==> src/hdl/ffha_pkg.sv <==
// Package for the first-fit heap allocator: sizes, status codes and
// the controller-to-datapath command and status structs. No dependencies.
package ffha_pkg;
   localparam int HeapBytes = 1048576;
   localparam int HeaderBytes = 16;
   localparam int MaxSegments = 64;
   localparam int SplitSlack = 8;
   localparam int AddrW = 20;
   localparam int SizeW = 21;
   localparam int IdxW = $clog2(MaxSegments);
   localparam int CntW = $clog2(MaxSegments + 1);
   localparam int EntW = 2 * AddrW + 1;

   localparam logic [2:0] ST_OK = 3'd0;
   localparam logic [2:0] ST_ZERO = 3'd1;
   localparam logic [2:0] ST_BIG = 3'd2;
   localparam logic [2:0] ST_NOFIT = 3'd3;
   localparam logic [2:0] ST_UNKNOWN = 3'd4;
   localparam logic [2:0] ST_NULL = 3'd5;

   typedef struct packed {
      logic [AddrW-1:0] start;
      logic [AddrW-1:0] size;
      logic free;
   } seg_type;

   localparam logic [2:0] OP_NONE = 3'd0;
   localparam logic [2:0] OP_READ = 3'd1;
   localparam logic [2:0] OP_WRITE = 3'd2;

   typedef struct packed {
      logic [2:0] op;
      logic [IdxW-1:0] rd_idx;
      logic [IdxW-1:0] wr_idx;
      seg_type wr_data;
   } cmd_type;

   typedef struct packed {
      seg_type rd_data;
   } stat_type;
endpackage

==> src/hdl/ffha_ram.sv <==
// Generic single-port-write, one-read RAM with registered read data.
// No dependencies.
module ffha_ram #(
   parameter int Width = 8,
   parameter int Depth = 16
) (
   input logic clock,
   input logic we,
   input logic [$clog2(Depth)-1:0] waddr,
   input logic [Width-1:0] wdata,
   input logic [$clog2(Depth)-1:0] raddr,
   output logic [Width-1:0] rdata
);
   logic [Width-1:0] mem [Depth];

   always_ff @(posedge clock) begin
      if (we) begin
         mem[waddr] <= wdata;
      end
      rdata <= mem[raddr];
   end
endmodule

==> src/hdl/ffha_datapath.sv <==
// Datapath of the allocator: the segment table memory, driven by commands
// from the controller. Depends on ffha_pkg and ffha_ram.
module ffha_datapath import ffha_pkg::*; (
   input logic clock,
   input cmd_type cmd,
   output stat_type stat
);
   logic [EntW-1:0] rdata;

   ffha_ram #(.Width(EntW), .Depth(MaxSegments)) u_ram (
      .clock(clock),
      .we(cmd.op == OP_WRITE),
      .waddr(cmd.wr_idx),
      .wdata(cmd.wr_data),
      .raddr(cmd.rd_idx),
      .rdata(rdata)
   );

   assign stat.rd_data = seg_type'(rdata);
endmodule

==> src/hdl/ffha_ctrl.sv <==
// Controller of the allocator: scans, splits and merges the segment table
// through the datapath. Depends on ffha_pkg.
module ffha_ctrl import ffha_pkg::*; (
   input logic clock,
   input logic reset,
   input logic go,
   input logic func,
   input logic [SizeW-1:0] req_size,
   input logic [AddrW-1:0] req_addr,
   output logic busy,
   output logic done,
   output logic [AddrW-1:0] res_addr,
   output logic [2:0] res_status,
   output cmd_type cmd,
   input stat_type stat
);
   localparam logic [3:0] S_IDLE = 4'd0;
   localparam logic [3:0] S_INIT = 4'd1;
   localparam logic [3:0] S_SCAN = 4'd2;
   localparam logic [3:0] S_SHUP = 4'd3;
   localparam logic [3:0] S_SPLIT = 4'd4;
   localparam logic [3:0] S_FNEXT = 4'd5;
   localparam logic [3:0] S_FPREV = 4'd6;
   localparam logic [3:0] S_MWRITE = 4'd7;
   localparam logic [3:0] S_SHDN = 4'd8;
   localparam logic [3:0] S_DONE = 4'd9;

   logic [3:0] state_ff, state_in;
   logic [CntW-1:0] count_ff, count_in;
   logic [CntW-1:0] ptr_ff, ptr_in;
   logic [IdxW-1:0] hit_ff, hit_in;
   logic [CntW-1:0] rmv_ff, rmv_in;
   logic rvalid_ff, rvalid_in;
   logic [IdxW-1:0] ridx_ff, ridx_in;
   logic func_ff, func_in;
   logic [SizeW-1:0] size_ff, size_in;
   logic [AddrW-1:0] addr_ff, addr_in;
   seg_type hold_ff, hold_in;
   seg_type prev_ff, prev_in;
   logic pfree_ff, pfree_in;
   logic [AddrW-1:0] res_addr_ff, res_addr_in;
   logic [2:0] res_st_ff, res_st_in;
   logic second_ff, second_in;
   seg_type rd;
   logic [AddrW:0] sz_hdr;
   logic [AddrW:0] payload;
   logic [CntW-1:0] ridx_next;
   logic hit;

   assign rd = stat.rd_data;
   assign busy = state_ff != S_IDLE;
   assign done = state_ff == S_DONE;
   assign res_addr = res_addr_ff;
   assign res_status = res_st_ff;
   assign sz_hdr = size_ff[AddrW:0] + (AddrW+1)'(HeaderBytes);
   assign payload = {1'b0, rd.start} + (AddrW+1)'(HeaderBytes);
   assign ridx_next = CntW'(ridx_ff) + CntW'(1);
   assign hit = rvalid_ff && (func_ff ? (payload == {1'b0, addr_ff}) :
      (rd.free && {1'b0, rd.size} >= size_ff));

   always_comb begin
      state_in = state_ff;
      count_in = count_ff;
      ptr_in = ptr_ff;
      hit_in = hit_ff;
      rmv_in = rmv_ff;
      rvalid_in = 1'b0;
      ridx_in = ridx_ff;
      func_in = func_ff;
      size_in = size_ff;
      addr_in = addr_ff;
      hold_in = hold_ff;
      prev_in = prev_ff;
      pfree_in = pfree_ff;
      res_addr_in = res_addr_ff;
      res_st_in = res_st_ff;
      second_in = second_ff;
      cmd = '0;
      case (state_ff)
         S_INIT: begin
            cmd.op = OP_WRITE;
            cmd.wr_idx = '0;
            cmd.wr_data = '{start: '0,
               size: AddrW'(HeapBytes - HeaderBytes), free: 1'b1};
            count_in = CntW'(1);
            state_in = S_IDLE;
         end
         S_IDLE: begin
            if (go) begin
               func_in = func;
               size_in = req_size;
               addr_in = req_addr;
               res_addr_in = '0;
               res_st_in = ST_OK;
               ptr_in = '0;
               pfree_in = 1'b0;
               second_in = 1'b0;
               state_in = S_SCAN;
               if (!func && req_size == '0) begin
                  res_st_in = ST_ZERO;
                  state_in = S_DONE;
               end else if (!func && req_size > SizeW'(HeapBytes)) begin
                  res_st_in = ST_BIG;
                  state_in = S_DONE;
               end else if (func && req_addr == '0) begin
                  res_st_in = ST_NULL;
                  state_in = S_DONE;
               end
            end
         end
         S_SCAN: begin
            // Reads stream one entry a cycle; each returned entry is checked as it arrives.
            if (hit) begin
               hit_in = ridx_ff;
               if (!func_ff) begin
                  res_addr_in = payload[AddrW-1:0];
                  hold_in = rd;
                  if ({1'b0, rd.size} >= sz_hdr + (AddrW+1)'(SplitSlack) &&
                        count_ff < CntW'(MaxSegments)) begin
                     ptr_in = count_ff;
                     state_in = S_SHUP;
                  end else begin
                     cmd.op = OP_WRITE;
                     cmd.wr_idx = ridx_ff;
                     cmd.wr_data = '{start: rd.start, size: rd.size, free: 1'b0};
                     state_in = S_DONE;
                  end
               end else begin
                  hold_in = '{start: rd.start, size: rd.size, free: 1'b1};
                  pfree_in = (ridx_ff != '0) && prev_ff.free;
                  if (ridx_next < count_ff) begin
                     cmd.op = OP_READ;
                     cmd.rd_idx = IdxW'(ridx_next);
                     rvalid_in = 1'b1;
                  end
                  state_in = S_FNEXT;
               end
            end else begin
               if (rvalid_ff) prev_in = rd;
               if (ptr_ff < count_ff) begin
                  cmd.op = OP_READ;
                  cmd.rd_idx = IdxW'(ptr_ff);
                  ridx_in = IdxW'(ptr_ff);
                  rvalid_in = 1'b1;
                  ptr_in = ptr_ff + CntW'(1);
               end else if (!rvalid_ff) begin
                  res_st_in = func_ff ? ST_UNKNOWN : ST_NOFIT;
                  state_in = S_DONE;
               end
            end
         end
         S_SHUP: begin
            // Entries above the hit move up by one, from the top down.
            if (ptr_ff > CntW'(hit_ff) + CntW'(1)) begin
               cmd.op = OP_READ;
               cmd.rd_idx = IdxW'(ptr_ff - CntW'(1));
               ridx_in = IdxW'(ptr_ff - CntW'(1));
               rvalid_in = 1'b1;
               ptr_in = ptr_ff - CntW'(1);
            end else begin
               state_in = S_SPLIT;
            end
            if (rvalid_ff) begin
               cmd.op = OP_WRITE;
               cmd.wr_idx = IdxW'(ridx_next);
               cmd.wr_data = rd;
            end
         end
         S_SPLIT: begin
            if (!second_ff) begin
               cmd.op = OP_WRITE;
               cmd.wr_idx = IdxW'(CntW'(hit_ff) + CntW'(1));
               cmd.wr_data = '{start: hold_ff.start + AddrW'(sz_hdr),
                  size: hold_ff.size - AddrW'(sz_hdr), free: 1'b1};
               second_in = 1'b1;
            end else begin
               cmd.op = OP_WRITE;
               cmd.wr_idx = hit_ff;
               cmd.wr_data = '{start: hold_ff.start, size: size_ff[AddrW-1:0],
                  free: 1'b0};
               count_in = count_ff + CntW'(1);
               second_in = 1'b0;
               state_in = S_DONE;
            end
         end
         S_FNEXT: begin
            rmv_in = '0;
            state_in = S_FPREV;
            if (rvalid_ff && rd.free) begin
               hold_in.size = hold_ff.size + AddrW'(HeaderBytes) + rd.size;
               rmv_in = CntW'(1);
            end
         end
         S_FPREV: begin
            state_in = S_MWRITE;
            if (pfree_ff) begin
               hold_in = '{start: prev_ff.start,
                  size: prev_ff.size + AddrW'(HeaderBytes) + hold_ff.size,
                  free: 1'b1};
               hit_in = hit_ff - IdxW'(1);
               rmv_in = rmv_ff + CntW'(1);
            end
         end
         S_MWRITE: begin
            cmd.op = OP_WRITE;
            cmd.wr_idx = hit_ff;
            cmd.wr_data = hold_ff;
            ptr_in = CntW'(hit_ff) + CntW'(1) + rmv_ff;
            state_in = (rmv_ff == '0) ? S_DONE : S_SHDN;
         end
         S_SHDN: begin
            // Entries above the removed ones move down, from the bottom up.
            if (ptr_ff < count_ff) begin
               cmd.op = OP_READ;
               cmd.rd_idx = IdxW'(ptr_ff);
               ridx_in = IdxW'(ptr_ff);
               rvalid_in = 1'b1;
               ptr_in = ptr_ff + CntW'(1);
            end else begin
               count_in = count_ff - rmv_ff;
               state_in = S_DONE;
            end
            if (rvalid_ff) begin
               cmd.op = OP_WRITE;
               cmd.wr_idx = IdxW'(CntW'(ridx_ff) - rmv_ff);
               cmd.wr_data = rd;
            end
         end
         S_DONE: begin
            state_in = S_IDLE;
         end
         default: state_in = S_IDLE;
      endcase
   end

   always_ff @(posedge clock) begin
      if (reset) begin
         state_ff <= S_INIT;
         count_ff <= '0;
         rvalid_ff <= 1'b0;
         second_ff <= 1'b0;
      end else begin
         state_ff <= state_in;
         count_ff <= count_in;
         rvalid_ff <= rvalid_in;
         second_ff <= second_in;
      end
      ptr_ff <= ptr_in;
      hit_ff <= hit_in;
      rmv_ff <= rmv_in;
      ridx_ff <= ridx_in;
      func_ff <= func_in;
      size_ff <= size_in;
      addr_ff <= addr_in;
      hold_ff <= hold_in;
      prev_ff <= prev_in;
      pfree_ff <= pfree_in;
      res_addr_ff <= res_addr_in;
      res_st_ff <= res_st_in;
   end
endmodule

==> src/hdl/first_fit_heap_allocator.sv <==
// First-fit heap allocator with coalescing; top level with stream ports.
// The time from the accepted transfer to rsp_tvalid is set by the table
// scan and the entry shifts, one entry a cycle.
// One request at a time; the next is accepted after the result transfer.
// Synchronous active-high reset; after reset the init state re-seeds entry 0.
// Depends on ffha_pkg, ffha_ctrl and ffha_datapath.
module first_fit_heap_allocator import ffha_pkg::*; (
   input logic clock,
   input logic reset,
   input logic req_tvalid,
   output logic req_tready,
   // tdata: request_size [20:0], block_address [40:21]
   input logic [47:0] req_tdata,
   // tuser: func
   input logic req_tuser,
   output logic rsp_tvalid,
   input logic rsp_tready,
   // tdata: result_address [19:0], status [22:20]
   output logic [23:0] rsp_tdata
);
   cmd_type cmd;
   stat_type stat;
   logic busy, done;
   logic [AddrW-1:0] res_addr;
   logic [2:0] res_status;
   logic rsp_valid_ff;
   logic [23:0] rsp_data_ff;
   logic go;

   assign req_tready = !busy && !rsp_valid_ff;
   assign go = req_tvalid && req_tready;
   assign rsp_tvalid = rsp_valid_ff;
   assign rsp_tdata = rsp_data_ff;

   ffha_ctrl u_ctrl (
      .clock(clock), .reset(reset), .go(go), .func(req_tuser),
      .req_size(req_tdata[20:0]), .req_addr(req_tdata[40:21]),
      .busy(busy), .done(done), .res_addr(res_addr), .res_status(res_status),
      .cmd(cmd), .stat(stat)
   );

   ffha_datapath u_dp (.clock(clock), .cmd(cmd), .stat(stat));

   always_ff @(posedge clock) begin
      if (reset) begin
         rsp_valid_ff <= 1'b0;
      end else if (done) begin
         rsp_valid_ff <= 1'b1;
      end else if (rsp_tready) begin
         rsp_valid_ff <= 1'b0;
      end
      if (done) rsp_data_ff <= {1'b0, res_status, res_addr};
   end

   a_no_accept_busy: assert property (@(posedge clock) disable iff (reset)
      busy |-> !req_tready) else $error("accept while busy");
   a_done_sets_valid: assert property (@(posedge clock) disable iff (reset)
      done |=> rsp_tvalid) else $error("result lost");
   a_status_range: assert property (@(posedge clock) disable iff (reset)
      rsp_tvalid |-> rsp_tdata[22:20] <= ST_NULL) else $error("bad status");
endmodule
==> config.mk <==
export PLATFORM = sky130hd
export DESIGN_NAME = first_fit_heap_allocator
export DESIGN_NICKNAME = d
export VERILOG_FILES = /design/src/hdl/ffha_pkg.sv /design/src/hdl/ffha_ram.sv /design/src/hdl/ffha_datapath.sv /design/src/hdl/ffha_ctrl.sv /design/src/hdl/first_fit_heap_allocator.sv
export SDC_FILE = /design/constraint.sdc
export NUM_CORES = 2
export LEC_CHECK = 0
export BUFFER_PORTS_ARGS = -buffer_cell sky130_fd_sc_hd__buf_2
export CORE_ASPECT_RATIO = 1.2
export CORE_MARGIN = 10
export CORE_UTILIZATION = 50
export DETAILED_ROUTE_END_ITERATION = 10
export GPL_TIMING_DRIVEN = 1
export HOLD_SLACK_MARGIN = 0.05
export PLACE_DENSITY = 0.61
export SYNTH_ARGS = -nofsm -noshare
export SYNTH_HDL_FRONTEND = slang
export SYNTH_HIERARCHICAL = 1
export SYNTH_SLANG_ARGS = --single-unit
export TNS_END_PERCENT = 30
==> constraint.sdc <==
create_clock -name clock -period 10.65 [get_ports clock]
set_input_delay 3.195 -clock clock [delete_from_list [all_inputs] [get_ports clock]]
set_output_delay 3.195 -clock clock [all_outputs]
set_load 0.01 [all_outputs]
==> reports/qor.yml <==
hold_buffers: 0
rsz0062_at_grt: "false"
avgSynthCellArea_um2: 19.5
fp.dieH_um: 551
initial_core_util_pct: 50.3
status: "complete, no violations"
powerDensity_mw_per_mm2: 229
final_util_pct: 56.5
reg2reg_slack_ps: 1780
hold_viol: 0
drtIter0Drc: 6451
postPlaceCellArea_mm2: 0.123
root_buffer: "clkbuf_16"
ys_ff_latch: 2876
yosys_warnings: 6
grt_start_max_net_pins: 104
final_net_count: 6526
first_pass_iters: 7
setup_viol: 0
num_io_pins: 79
p_clk_share_pct: 32.5
ys.flop_type: "edfxtp_1"
cts_sinks: 2876
cp-start-kind: "flop"
synth_seq_area_share_pct: 73.1
yosys.area.top_type: "edfxtp_1"
row_count: 194
antenna_found_initial: 9
max-clock-path-buffers: 4
max_cap_viol_count: 0
hold_ws_ps: 393
switching_power_w: 0.00873
intPower_w: 0.0214
grt-ovfl-total: 0
tightest_slew_ps: 1390
fin_cells: 9624
clk_pin_slew_worst_paths_ps: 60
cts_tree: "yes"
die_area_mm2: 0.255
synthTopCellsByCount: "2821 x edfxtp_1, 708 x mux4_2, 276 x nor2_1, 199 x ha_1, 194 x nand2_1"
cts_resized: 0
htreeDepth: 5
synth_edf_count: 2821
syn_to_final_growth_pct: 12.2
yosysUniqueCellTypes: 86
placed_cells: 9110
clk_latency_ps: 880
cp-end-kind: "flop"
drc: 0
drtAntennaViolNets: 0
synth.net_count: 6276
place.gp.congestion: 0.896
grt_pass1_vias: 61400
vias: 60200
report.final.slew_viol_count: 0
synth_top_area_share_pct: 72.1
p_leak_nw: 43.6
period_needed_ps: 8870
ir_drop_uv: 246
portBuffers: 70
synthesis.area_mm2: 0.117
crit_required_ps: 11200
synth.most_common_cell: "edfxtp_1"
stdcell_area_mm2: 0.132
cp_max_fo: 41
dp_hpwl_um: 180000
clock.fmax_mhz: 113
swShare_pct: 28.9
die_width_um: 462
crit_arrival_ps: 9420
timing.final.crit_share_pct: 83.3
core_area_mm2: 0.233
post_drt_wl_per_cell_um: 30.8
cts_made_buffers: 291
viasPerCell: 6.26
hold_class: "flop to flop"
synthArstFlopShare_pct: 0
comb_power_share_pct: 21.2
wl_um: 297000
fin_worst_skew_ps: 69.1
drive_gt1_share_pct: 24.3
tns_ps: 0
critPathKind: "flop to flop"
grt.total_usage_pct: 23.0
syn_inst: 6017
grt_pass1_wl_um: 432000
synth.top_cells.by_area: "edfxtp_1 72%, mux4_2 14%, ha_1 2.1%, dfxtp_1 0.94%, nor2_1 0.88%"
seqPwrFrac_pct: 46.3
max-slew-margin-rel_pct: 6.25
cts_setup_buffers: 0
-- flip-flops by register name, indices dropped and copies added (netlist names), 3 cells and up --
register / count
u_ctrl/size_ff: 21
u_ctrl/hold_ff: 41
u_ctrl/addr_ff: 20
u_ctrl/hit_ff: 6
u_dp/u_ram/rdata: 41
u_ctrl/rmv_ff: 7
u_ctrl/prev_ff: 41
u_ctrl/count_ff: 7
u_ctrl/res_status: 3
u_ctrl/state_ff: 4
u_ctrl/ptr_ff: 7
u_ctrl/res_addr: 20
u_dp/u_ram/mem: 2624
u_ctrl/ridx_ff: 6
rsp_tdata: 23
-- routing by layer --
layer / global-route usage (%) / routed length [um]
met1: 30.8 / 118000
met2: 39.7 / 151000
met3: 3.34 / 19600
met4: 6.17 / 7840
met5: 0 / 0
-- worst max-delay path, stage by stage, from the launching register on --
cell	delay, ps
edfxtp_1	660
ha_1	340
nand4_1	330
or3_1	450
and2_1	240
or3_1	340
nor2_1	180
o21ai_0	270
nor2_1	200
xnor2_1	130
ha_1	240
nand2_1	80
o21a_1	130
o311ai_0	140
o211ai_1	240
a21oi_1	90
nor2_1	230
o31a_1	420
or3_1	180
buf_4	460
or4_1	200
nor3b_2	530
nand2_1	250
or3_1	720
nor2_4	1010
buf_4	390
-- power by group through the flow --
| stage | Clock, W | Sequential [W] | Combinational, W |
|---|---|---|---|
| after floorplan | 0 | 0.0140 | 0.00412 |
| after global placement | 0 | 0.0142 | 0.00626 |
| after detailed placement | 0 | 0.0142 | 0.00637 |
| after CTS | 0.0100 | 0.0140 | 0.00640 |
| after global routing | 0.0105 | 0.0140 | 0.00687 |
| final | 0.00981 | 0.0140 | 0.00638 |
-- logic make-up (layout without fill, tap and decap cells) --
family,Yosys count,count (layout),share of synthesized area (%)
compound gates,760,760,4.25
xor+xnor,161,161,1.21
fa+ha+maj,206,206,2.24
buf+inv,424,891,1.60
flops,2876,2876,73.1
mux,798,798,14.4
other cells,2,6,0.00639
simple gates,790,790,3.21
-- final cells by class --
cell class	instances	area, um^2
sequential	2876	85800
clock buffer	374	7880
multi-input combinational	2717	30500
inverter	114	435
antenna	4	10.0
clock inverter	136	1110
tap	3136	3920
fill	17400	102000
timing repair buffer	267	2080
-- stage by stage --
step / total power, W / setup slack [ps]
finish: 0.0302 / 1780
global route: 0.0313 / 1160
CTS: 0.0304 / 1810
detailed placement: 0.0206 / 1840
global placement: 0.0205 / 1960
floorplan: 0.0181 / 2980
-- final timing paths --
path                            depth (start not counted)                      startpoint                          endpoint
worst max register to register                         25     u_ctrl/size_ff[4]$_DFFE_PP_  u_dp/u_ram/mem[36][20]$_DFFE_PP_
worst min-delay path                                    0  u_ctrl/res_status[2]$_DFFE_PP_           rsp_tdata[22]$_DFFE_PP_
worst max-delay path                                   25     u_ctrl/size_ff[4]$_DFFE_PP_  u_dp/u_ram/mem[36][20]$_DFFE_PP_
worst min register to register                          0  u_ctrl/res_status[2]$_DFFE_PP_           rsp_tdata[22]$_DFFE_PP_
-- placed cells by master (no fill, tap or decap), types with 47 or more instances in the layout --
master	instances
a21oi_1	163
clkinv_1	61
dfxtp_1	55
mux4_2	708
xor2_1	61
buf_4	177
o22ai_1	138
o21ai_0	138
mux2_2	54
inv_1	99
ha_1	199
clkbuf_1	65
nor2_4	63
nor2_1	210
nand2_1	193
o221ai_1	47
clkbuf_16	300
buf_2	70
edfxtp_1	2821
xnor2_1	99
Note: power is estimated with default switching activity, not from simulation.
